## src/sv/sgs_pkg.sv

```systemverilog
// ----------------------------------------------------------------------------
// sgs_pkg
// Shared constants, command types and fixed-point helpers of the spectral
// gain smoother.
// ----------------------------------------------------------------------------
package sgs_pkg;

    localparam logic [15:0] Q_ONE       = 16'd32768;
    localparam logic [15:0] Q_HALF      = 16'd16384;
    localparam logic [15:0] TAP_SIDE    = 16'd655;
    localparam logic [15:0] TAP_MID     = 16'd31458;
    localparam logic [15:0] W_OLD       = 16'd9830;
    localparam logic [15:0] W_NEW       = 16'd22938;
    localparam logic [15:0] TAPER_STEP  = 16'd30802;
    localparam logic [15:0] TAPER_FLOOR = 16'd10;

    localparam int          CFG_ADDR_W  = 2;
    localparam logic [CFG_ADDR_W-1:0] REG_MIN_GAIN = 2'd0;
    localparam logic [CFG_ADDR_W-1:0] REG_OFFSET   = 2'd1;

    typedef struct packed {
        logic load_in;
        logic load_top;
        logic do_freq;
        logic do_time;
        logic do_taper;
    } sgs_cmd_t;

    function automatic logic [15:0] sat_q17(input logic [16:0] v);
        logic [15:0] r;
        r = (v > 17'(Q_ONE)) ? Q_ONE : v[15:0];
        return r;
    endfunction

    function automatic logic [15:0] qmul_sat(input logic [15:0] a, input logic [15:0] b);
        logic [31:0] p;
        p = 32'(a) * 32'(b) + 32'(Q_HALF);
        return sat_q17(p[31:15]);
    endfunction

endpackage

```

## src/sv/sgs_ctrl.sv

```systemverilog
// ----------------------------------------------------------------------------
// sgs_ctrl
// Sequencer of the smoother: bin counter, handshakes and the step commands
// that drive the datapath through one result at a time.
// ----------------------------------------------------------------------------
module sgs_ctrl #(
    parameter int HALF_BINS = 256,
    parameter int BIN_W     = $clog2(HALF_BINS)
) (
    input  logic                aclk,
    input  logic                aresetn,
    input  logic                s_valid,
    output logic                s_ready,
    output logic                m_valid,
    input  logic                m_ready,
    output sgs_pkg::sgs_cmd_t   cmd,
    output logic [BIN_W-1:0]    rd_addr,
    output logic [BIN_W-1:0]    bin
);
    import sgs_pkg::*;

    localparam logic [BIN_W-1:0] LAST_BIN = BIN_W'(HALF_BINS - 1);

    typedef enum logic [4:0] {
        ST_IDLE  = 5'b00001,
        ST_FREQ  = 5'b00010,
        ST_TIME  = 5'b00100,
        ST_TAPER = 5'b01000,
        ST_OUT   = 5'b10000
    } state_t;

    state_t            state_reg, state_next;
    logic [BIN_W-1:0]  cnt_reg, cnt_next;
    logic [BIN_W-1:0]  bin_reg, bin_next;
    logic              second_reg, second_next;
    logic              s_acc, m_acc;

    assign s_ready = (state_reg == ST_IDLE);
    assign m_valid = (state_reg == ST_OUT);
    assign s_acc   = s_valid && s_ready;
    assign m_acc   = m_valid && m_ready;
    assign bin     = bin_reg;

    always_comb begin
        state_next  = state_reg;
        cnt_next    = cnt_reg;
        bin_next    = bin_reg;
        second_next = second_reg;
        cmd         = '0;
        rd_addr     = (cnt_reg == '0) ? '0 : cnt_reg - 1'b1;
        unique case (state_reg)
            ST_IDLE: begin
                if (s_valid) begin
                    cmd.load_in = 1'b1;
                    cnt_next    = (cnt_reg == LAST_BIN) ? '0 : cnt_reg + 1'b1;
                    if (cnt_reg != '0) begin
                        bin_next    = cnt_reg - 1'b1;
                        second_next = (cnt_reg == LAST_BIN);
                        state_next  = ST_FREQ;
                    end
                end
            end
            ST_FREQ: begin
                cmd.do_freq = 1'b1;
                state_next  = ST_TIME;
            end
            ST_TIME: begin
                cmd.do_time = 1'b1;
                state_next  = ST_TAPER;
            end
            ST_TAPER: begin
                cmd.do_taper = 1'b1;
                state_next   = ST_OUT;
            end
            ST_OUT: begin
                rd_addr = LAST_BIN;
                if (m_ready) begin
                    if (second_reg) begin
                        cmd.load_top = 1'b1;
                        second_next  = 1'b0;
                        bin_next     = LAST_BIN;
                        state_next   = ST_FREQ;
                    end else begin
                        state_next = ST_IDLE;
                    end
                end
            end
            default: begin
                state_next = ST_IDLE;
            end
        endcase
    end

    always_ff @(posedge aclk) begin
        if (!aresetn) begin
            state_reg  <= ST_IDLE;
            cnt_reg    <= '0;
            bin_reg    <= '0;
            second_reg <= 1'b0;
        end else begin
            state_reg  <= state_next;
            cnt_reg    <= cnt_next;
            bin_reg    <= bin_next;
            second_reg <= second_next;
        end
    end

    a_one_side: assert property (@(posedge aclk) disable iff (!aresetn)
        !(s_ready && m_valid))
        else $error("input accepted while a result is pending");

    a_first_bin_silent: assert property (@(posedge aclk) disable iff (!aresetn)
        (s_acc && cnt_reg == '0) |=> (state_reg == ST_IDLE))
        else $error("first bin of a frame started a result");

    a_top_follows: assert property (@(posedge aclk) disable iff (!aresetn)
        (m_acc && second_reg) |=> (state_reg == ST_FREQ && bin_reg == LAST_BIN))
        else $error("top bin result not started after the one before it");

    a_wrap: assert property (@(posedge aclk) disable iff (!aresetn)
        (s_acc && cnt_reg == LAST_BIN) |=> (cnt_reg == '0 && second_reg))
        else $error("bin counter did not wrap on the top bin");

endmodule

```

## config.mk

```make
export PLATFORM = sky130hd
export DESIGN_NAME = sgs_ctrl
export DESIGN_NICKNAME = d
export VERILOG_FILES = /design/src/sv/sgs_pkg.sv /design/src/sv/sgs_ctrl.sv
export SDC_FILE = /design/constraint.sdc
export NUM_CORES = 1
export LEC_CHECK = 0
export BUFFER_PORTS_ARGS = -buffer_cell sky130_fd_sc_hd__buf_2
export CORE_UTILIZATION = 40
export DETAILED_ROUTE_END_ITERATION = 16
export GPL_ROUTABILITY_DRIVEN = 0
export GPL_TIMING_DRIVEN = 0
export SLEW_MARGIN = 20
export SYNTH_ARGS = -nofsm -noshare
export SYNTH_HDL_FRONTEND = slang
export SYNTH_SLANG_ARGS = --single-unit
export TNS_END_PERCENT = 50
```

## constraint.sdc

```tcl
create_clock -name aclk -period 2.4 [get_ports aclk]
set_input_delay 0.36 -clock aclk [delete_from_list [all_inputs] [get_ports aclk]]
set_output_delay 0.36 -clock aclk [all_outputs]
set_load 0.05 [all_outputs]
```

Word level (Yosys, flattened, before mapping)
Cells that the tools add are included.
{ "op_classes": {"muxes": 25, "eq_ne": 10, "n_reduce_logical": 7, "add_sub_neg": 2} }
{ "ops": {"columns": ["cell", "n"], "rows": [
  ["8-bit 2-to-1 mux", 7],
  ["5-bit case mux with 5 select lines", 1],
  ["8-bit case mux with 2 select lines", 1],
  ["5-bit 2-to-1 mux", 3],
  ["1-bit 2-to-1 mux", 11],
  ["8-bit by 1-bit adder with 8-bit output (second input constant)", 1],
  ["8-bit equality test (second input constant)", 1],
  ["8-bit zero test", 1],
  ["8-bit nonzero test", 1],
  ["8-bit by 1-bit subtractor with 8-bit output (second input constant)", 1],
  ["2-bit by 1-bit inequality test with 1-bit output (second input constant)", 3],
  ["5-bit by 1-bit equality test with 1-bit output (second input constant)", 1],
  ["5-bit by 2-bit equality test with 1-bit output (second input constant)", 1],
  ["5-bit by 3-bit equality test with 1-bit output (second input constant)", 1],
  ["5-bit by 4-bit equality test with 1-bit output (second input constant)", 1],
  ["5-bit equality test (second input constant)", 1],
  ["5-bit AND reduction", 1],
  ["4-bit AND reduction", 1],
  ["3-bit AND reduction", 1],
  ["2-bit 2-to-1 mux", 1],
  ["2-bit inequality test (second input constant)", 1],
  ["1-bit case mux with 2 select lines", 1],
  ["2-bit AND reduction", 1],
  ["2-bit nonzero test", 1]
]} }
{ "totals": {"wordCells": 48, "output_inout_bits": 23, "reg_bits": 22, "inputBits": 4} }

Logic depth before layout (Yosys ltp)
Gate-level depths: netlist of the first run.
{ "depth": {"ltp_word": 4, "mapped_depth": 8, "ltp_nobuf": 6} }

Worst setup path after synthesis of the first run
No wires, ideal clock.
{ "synth_path": {"kind": "reg2out", "startpoint": "register state_reg[0]", "endpoint": "output port rd_addr[6]", "setup_slack_ns": -0.523, "path_buffers": 3, "path_stages_with_launch": 9, "arrival_time_ns": 2.563, "cell_sequence": "dfxtp_1 > buf_6 > or3_4 > or3b_1 > clkbuf_2 > inv_1 > buf_2 > nor3_1 > nor2_1"} }
{ "synth_via": {"elab_chain_cells": 2} }
{ "synth_lines": {"columns": ["element", "line", "text"], "rows": [
  ["start, declared", "sgs_ctrl.sv:32", "state_t state_reg, state_next;"],
  ["start signal, assigned", "sgs_ctrl.sv:101", "state_reg <= state_next;"],
  ["5-bit equality test", null, null],
  ["net m_valid", "sgs_ctrl.sv:14", "output logic m_valid,"],
  ["8-bit 2-to-1 mux", "sgs_ctrl.sv:51", "unique case (state_reg)"],
  ["end, declared", "sgs_ctrl.sv:17", "output logic [BIN_W-1:0] rd_addr,"]
]} }
The timed path passes the listed nets, and every way through them passes these cells.

Worst setup path in the final report of the first run
{ "layout_path": {"startpoint": "register state_reg[0]", "endpoint": "output port rd_addr[1]"} }
{ "layout_via": {"elab_chain_cells": 2} }
{ "layout_lines": {"columns": ["element", "line"], "rows": [
  ["5-bit equality test", "sgs_ctrl.sv:51"],
  ["8-bit 2-to-1 mux", "sgs_ctrl.sv:51"]
]} }
No other way between the ends.

==> flow_summary_export.csv, run 1 <==
group,metric,value,unit
clock_network,clk_pin_slew,0.13,ns
placement,dp_hpwl,2.43,mm
floorplanning,die_h,59.3,um
final_layout,drive_above_1_share,0.398,
clock_network,ctsHtreeMaxLevel,1,
yosys,syn_avg_cell_area,8.21,um^2
sta,maxSlewHeadroom,0.454,
run_status,status,"finished, violations left",
setup_path,cpLargestDelayFamily,"simple AND/OR/NAND/NOR gates",
worst_hold_path,min_path_type,"input port to register",
floorplanning,dieArea,3520,um^2
setup_path,path_cells,"or3_4 > or3b_1 > clkbuf_8 > clkinv_8 > nor2_4 > buf_6 > a21oi_4 > buf_8",
floorplanning,io_pins,27,
clock_network,clkLatencyLatePin,0.32,ns
detailed_routing,routed_via_density,5.36,
setup_path,worstPathRequired,2.04,ns
detailed_routing,avgRoutedWirePerCell,14.8,um
yosys,seq_area_frac_synth,0.335,
grt,grt_pass1_wl,5.95,mm
final_layout,diodes,0,
yosys,synth-main-ff-cell,"dfxtp_1",
final_layout,finalNetCount,209,
sta,setup_ws,-0.136,ns
detailed_routing,vias,1313,
power,clkPwrFrac,0.099,
yosys,synthCells,160,
setup_path,path_class,"register to output pin",
yosys,synthMostInstantiatedCell,"dfxtp_1",
yosys,yosysUniqueCellTypes,45,
clock_network,clock-root-buffer,"clkbuf_4",
yosys,synth_edf_count,0,
clock_network,clock-sinks,22,
detailed_routing,drt-total-wl,3.63,mm
sta,whs,0.445,ns
final_layout,areaGrowthSynthToFinish,45.5,%
power,leakagePower,0.854,nW
sta,final-hold-violation-count,0,
yosys,async_reset_ff_frac,0,
detailed_routing,remaining_drc_errors,0,
power,p_comb_frac,0.682,
yosys,yosys_warnings,0,
power,switching_share,0.505,
yosys,synth-seq-cells,22,
run_status,violations,"setup timing",
yosys,synth_top_area_frac,0.335,
power,power_frac_seq,0.219,
placement,port_buffers,25,
setup_path,crit_fanout,6,
detailed_routing,dr.first_iter.drc_count,47,
grt,grt_max_degree,13,
yosys,syn_nets,167,
setup_path,critical_path.max_stage_delay,0.40,ns
sta,tns,-1.07,ns
setup_path,endpoint_kind,"output pin",
grt,gr-total-overflow,0,
sta,fmax,394,MHz
setup_path,crit_arrival,2.18,ns
grt,grt_usage,0.228,
sta,rsz0062_at_grt,"true",
power,p_per_area,1130,nW/um^2
power,internal-power,1.07,mW
sta,finalMaxSlewViolations,0,
detailed_routing,drtPass1Iterations,4,
yosys,synth_top_area_cell,"dfxtp_1",
grt,antenna_found_initial,0,
setup_path,cp.buffers_inverters,4,
grt,grt_pass1_vias,1256,
placement,dp_slack,-0.198,ns
sta,worst_pin_slew,0.798,ns
power,p_sw,1.09,mW
clock_network,numCtsBuffers,3,
sta,fin_crit_sh,1.06,
floorplanning,start_util,0.427,
placement,detailed_place.area,1580,um^2
setup_path,crit_path_top_delay_cell,"or3b_1",
floorplanning,rows,20,
final_layout,nFillCells,283,
detailed_routing,antenna_left,0,
floorplanning,core_area,3080,um^2
job,drv_cap,0,
setup_path,cp-start-kind,"register",
clock_network,hold_buffers,0,
clock_network,cts_tree,"yes",
final_layout,stdcell_area,1910,um^2
yosys,syn_area,1310,um^2
clock_network,clockBufferDepth,2,
sta,setup_viol,9,
yosys,synth_area_leaders,"dfxtp_1 (34%), mux2i_1 (6.1%), nor2_1 (5.4%), nand2_1 (4.0%), xor2_1 (3.3%)",
sta,period_needed,2.54,ns
yosys,yosys-top-cells-count,"dfxtp_1 (22), nor2_1 (19), nand2_1 (14), inv_1 (9), mux2i_1 (8)",
power,ir_drop,0.459,mV
floorplanning,die_w,59.3,um
sta,finClkSkew,0.00234,ns
-- worst paths after layout --
kind                        to  slack, ns  cells past startpoint          from
setup / recovery    rd_addr[1]      -0.14                      8  state_reg[0]
hold / removal      cnt_reg[6]       0.45                      3       aresetn
setup reg to reg  state_reg[0]       0.16                      7  state_reg[0]
hold reg to reg         bin[4]       0.46                      2        bin[4]
-- final cells by class --
cell class	count	area, um^2	area share
multi-input combinational	117	901	0.471
tap	44	55.1	0.0288
buffer	10	82.6	0.0432
sequential	22	458	0.240
clock buffer	4	36.3	0.0190
timing repair buffer	39	333	0.174
inverter	9	46.3	0.0242
-- per-stage QoR --
| step | cells | total power [mW] | util |
|---|---|---|---|
| floorplan | 160 | 1.51 | - |
| finish | 245 | 2.16 | 0.621 |
| global placement | 229 | 1.72 | 0.514 |
| detailed placement | 229 | 1.73 | 0.514 |
| global route | 245 | 2.27 | 0.621 |
| CTS | 244 | 2.13 | 0.607 |
-- tightest hold or removal path: stages --
cell	delay [ns]
clkbuf_1	0.18
nand2b_1	0.13
mux2i_1	0.06
-- placed cells by master (no fill, tap or decap), drive strengths merged, types with 2 or more instances in the layout --
cell type  count
and3           3
buf           42
nor4           3
nor3           4
nor3b          3
o31ai          4
nand2         14
mux2i          8
clkbuf        11
o211a          2
and4           2
ha             3
nand3          7
o21ai          6
or3            3
a21boi         4
nor2          19
a21oi          3
dfxtp         22
or4            2
nand4          4
inv            8
xor2           5
-- cell families (layout without fill, tap and decap cells) --
kind of cell | count (synthesis) | after routing | synth area share
AOI/OAI and AO/OA | 30 | 30 | 0.183
DFF | 22 | 22 | 0.335
xor gates and xnor gates | 6 | 6 | 0.0400
muxes | 8 | 8 | 0.0610
and+or+nand+nor | 70 | 70 | 0.276
adders and majority gates | 3 | 3 | 0.0286
buffers and inverters | 21 | 62 | 0.0762
-- power by group through the flow --
| stage | clock, mW | combinational, mW | sequential, mW |
|---|---|---|---|
| after detailed placement | 0 | 1.26 | 0.475 |
| after CTS | 0.218 | 1.44 | 0.472 |
| after floorplan | 0 | 0.908 | 0.605 |
| after global placement | 0 | 1.25 | 0.471 |
| after global routing | 0.227 | 1.56 | 0.481 |
| final | 0.215 | 1.48 | 0.475 |
-- per-layer routing --
| layer | track usage | vias to the layer above | routed length (um) |
|---|---|---|---|
| met5 | 0 | - | 0 |
| met4 | 0.0714 | 0 | 42 |
| met3 | 0.0197 | 5 | 92 |
| met2 | 0.398 | 20 | 1730 |
| met1 | 0.296 | 629 | 1760 |
| li1 | - | 659 | - |
-- what timing repair did --
action / 4_1_cts / 5_1_grt
buffers inserted: 12 / 1
pin swaps: 12 / 2
resized for setup: 46 / 11
endpoints found under the setup margin: 12 / 11
cloned: 1 / 0
(Power assumes the default switching activity.)
==> run 2: changes to the inputs <==
Settings changed: SKIP_LAST_GASP from default to 1.
==> run 2 against run 1 <==
  * The run still ends with setup timing left
  * Clock-buffer cell count stayed put
  * Largest power group unchanged
  * Largest cell class unchanged
  * First-iteration DRC count up 4.3%
  * Sequential power barely moved
  * Clock power is essentially flat
  * Critical path type unchanged
  * Cell area shrank 0.59%
==> flow_summary_export.csv, run 2 (same netlist as run 1, synthesis figures left out) <==
group,metric,value,unit
grt,busiest_layer,"met2",
clock_network,clock-root-buffer,"clkbuf_4",
power,ir_drop,0.459,mV
run_status,violations,"setup timing",
floorplanning,start_util,0.427,
grt,gr-total-overflow,0,
run_status,status,"finished, violations left",
setup_path,r2r_end,"state_reg[0]",
detailed_routing,remaining_drc_errors,0,
setup_path,cp-start-kind,"register",
setup_path,critPathLaunch,"state_reg[0]",
floorplanning,io_pins,27,
detailed_routing,routed_via_density,5.36,
sta,fmax,395,MHz
clock_network,cts_tree,"yes",
sta,setup_ws,-0.135,ns
sta,finClkSkew,0.00140,ns
final_layout,layout_common_cells,"dfxtp_1 (16), buf_2 (16), nand2_1 (14), buf_4 (12), buf_6 (10)",
sta,setup_viol,10,
clock_network,ctsHtreeMaxLevel,1,
worst_hold_path,min_path_type,"input port to register",
sta,fin_crit_sh,1.06,
setup_path,path_cells,"or3_4 > or3b_1 > clkbuf_8 > clkinv_8 > nor2_4 > buf_6 > a21oi_4 > buf_8",
grt,use_met3,0.0197,
final_layout,stdcell_area,1900,um^2
setup_path,worstPathRequired,2.04,ns
setup_path,rrSetupSlack,0.16,ns
grt,antenna_found_initial,0,
sta,rsz0062_at_grt,"true",
clock_network,clockBufferDepth,2,
clock_network,clkLatencyLatePin,0.32,ns
sta,final-hold-violation-count,0,
final_layout,areaGrowthSynthToFinish,44.7,%
clock_network,clk_pin_slew,0.13,ns
detailed_routing,vias,1312,
grt,met2_usage,0.398,
sta,worst_pin_slew,0.798,ns
sta,maxSlewHeadroom,0.454,
grt,grt.met1_usage,0.296,
detailed_routing,drt-total-wl,3.61,mm
clock_network,hold_buffers,0,
placement,port_buffers,25,
grt,grt_pass1_vias,1256,
setup_path,crit_arrival,2.17,ns
job,drv_cap,0,
setup_path,crit_path_top_delay_cell,"or3b_1",
clock_network,numCtsBuffers,3,
floorplanning,core_area,3080,um^2
clock_network,clock-sinks,22,
setup_path,path_class,"register to output pin",
placement,dp.cells,229,
placement,dp_hpwl,2.43,mm
setup_path,endpoint_kind,"output pin",
final_layout,finalNetCount,209,
setup_path,critPathCapture,"rd_addr[1]",
detailed_routing,avgRoutedWirePerCell,14.7,um
sta,period_needed,2.53,ns
detailed_routing,antenna_left,0,
power,p_per_area,1140,nW/um^2
setup_path,critical_path.max_stage_delay,0.40,ns
final_layout,final_util,0.617,
setup_path,reg2regPathDepth,7,
final_layout,instances_no_fill,245,
grt,grt_usage,0.228,
setup_path,timing.rr.start,"state_reg[0]",
floorplanning,die_h,59.3,um
floorplanning,dieArea,3520,um^2
sta,finalMaxSlewViolations,0,
power,leakagePower,0.851,nW
detailed_routing,drtPass1Iterations,4,
sta,tns,-1.09,ns
grt,grt_max_degree,13,
floorplanning,rows,20,
final_layout,drive_above_1_share,0.393,
grt,grt_pass1_wl,5.95,mm
placement,dp_slack,-0.198,ns
detailed_routing,dr.first_iter.drc_count,49,
final_layout,diodes,0,
placement,detailed_place.area,1580,um^2
floorplanning,die_w,59.3,um
setup_path,crit_fanout,6,
==> run 2: worst max-delay path, delay by kind of cell (launching register included) <==
family	cells	cell delay, ns
flops	1	0.37
buf+inv	4	0.53
simple gates	3	0.82
compound gates	1	0.13
==> run 2: worst min path at each step <==
stage / startpoint / end / slack, ns / cells after the start
after detailed placement: bin[3] / bin[3] / 0.44 / 2
after CTS: aresetn / cnt_reg[6] / 0.45 / 3
final: aresetn / cnt_reg[6] / 0.45 / 3
after global routing: bin[0] / bin[0] / 0.48 / 2
after floorplan: cnt_reg[7] / cnt_reg[7] / 0.48 / 2
after global placement: bin[6] / bin[6] / 0.44 / 2
==> run 2: layer usage <==
metal  part of all wire  wire, um
met1               0.49      1780
met2               0.47      1710
met3              0.021        75
met4              0.012        42
met5                  0         0
==> run 2: per-stage QoR <==
step / hold WS [ns] / total power, mW
finish: 0.445 / 2.16
global route: 0.481 / 2.27
CTS: 0.448 / 2.13
detailed placement: 0.444 / 1.73
global placement: 0.440 / 1.72
floorplan: 0.479 / 1.51
==> run 2: layout make-up <==
cell class | count | area, um^2
Tap cell | 44 | 55.1
Fill cell | 287 | 1180
Inverter | 9 | 46.3
Multi-Input combinational cell | 117 | 896
Sequential cell | 22 | 458
Timing Repair Buffer | 39 | 327
Buffer | 10 | 82.6
Clock buffer | 4 | 36.3
==> run 2: repair_timing <==
action / 4_1_cts / 5_1_grt
gates resized for setup: 46 / 7
gates cloned: 1 / 0
pin swaps: 12 / 2
setup endpoints to repair: 12 / 11
setup buffers: 12 / 1
==> run 2: where the power goes <==
part | total, mW | internal, mW | switching (mW)
registers | 0.475 | 0.438 | 0.0366
logic | 1.47 | 0.538 | 0.933
clock network | 0.213 | 0.0928 | 0.121
total | 2.16 | 1.07 | 1.09
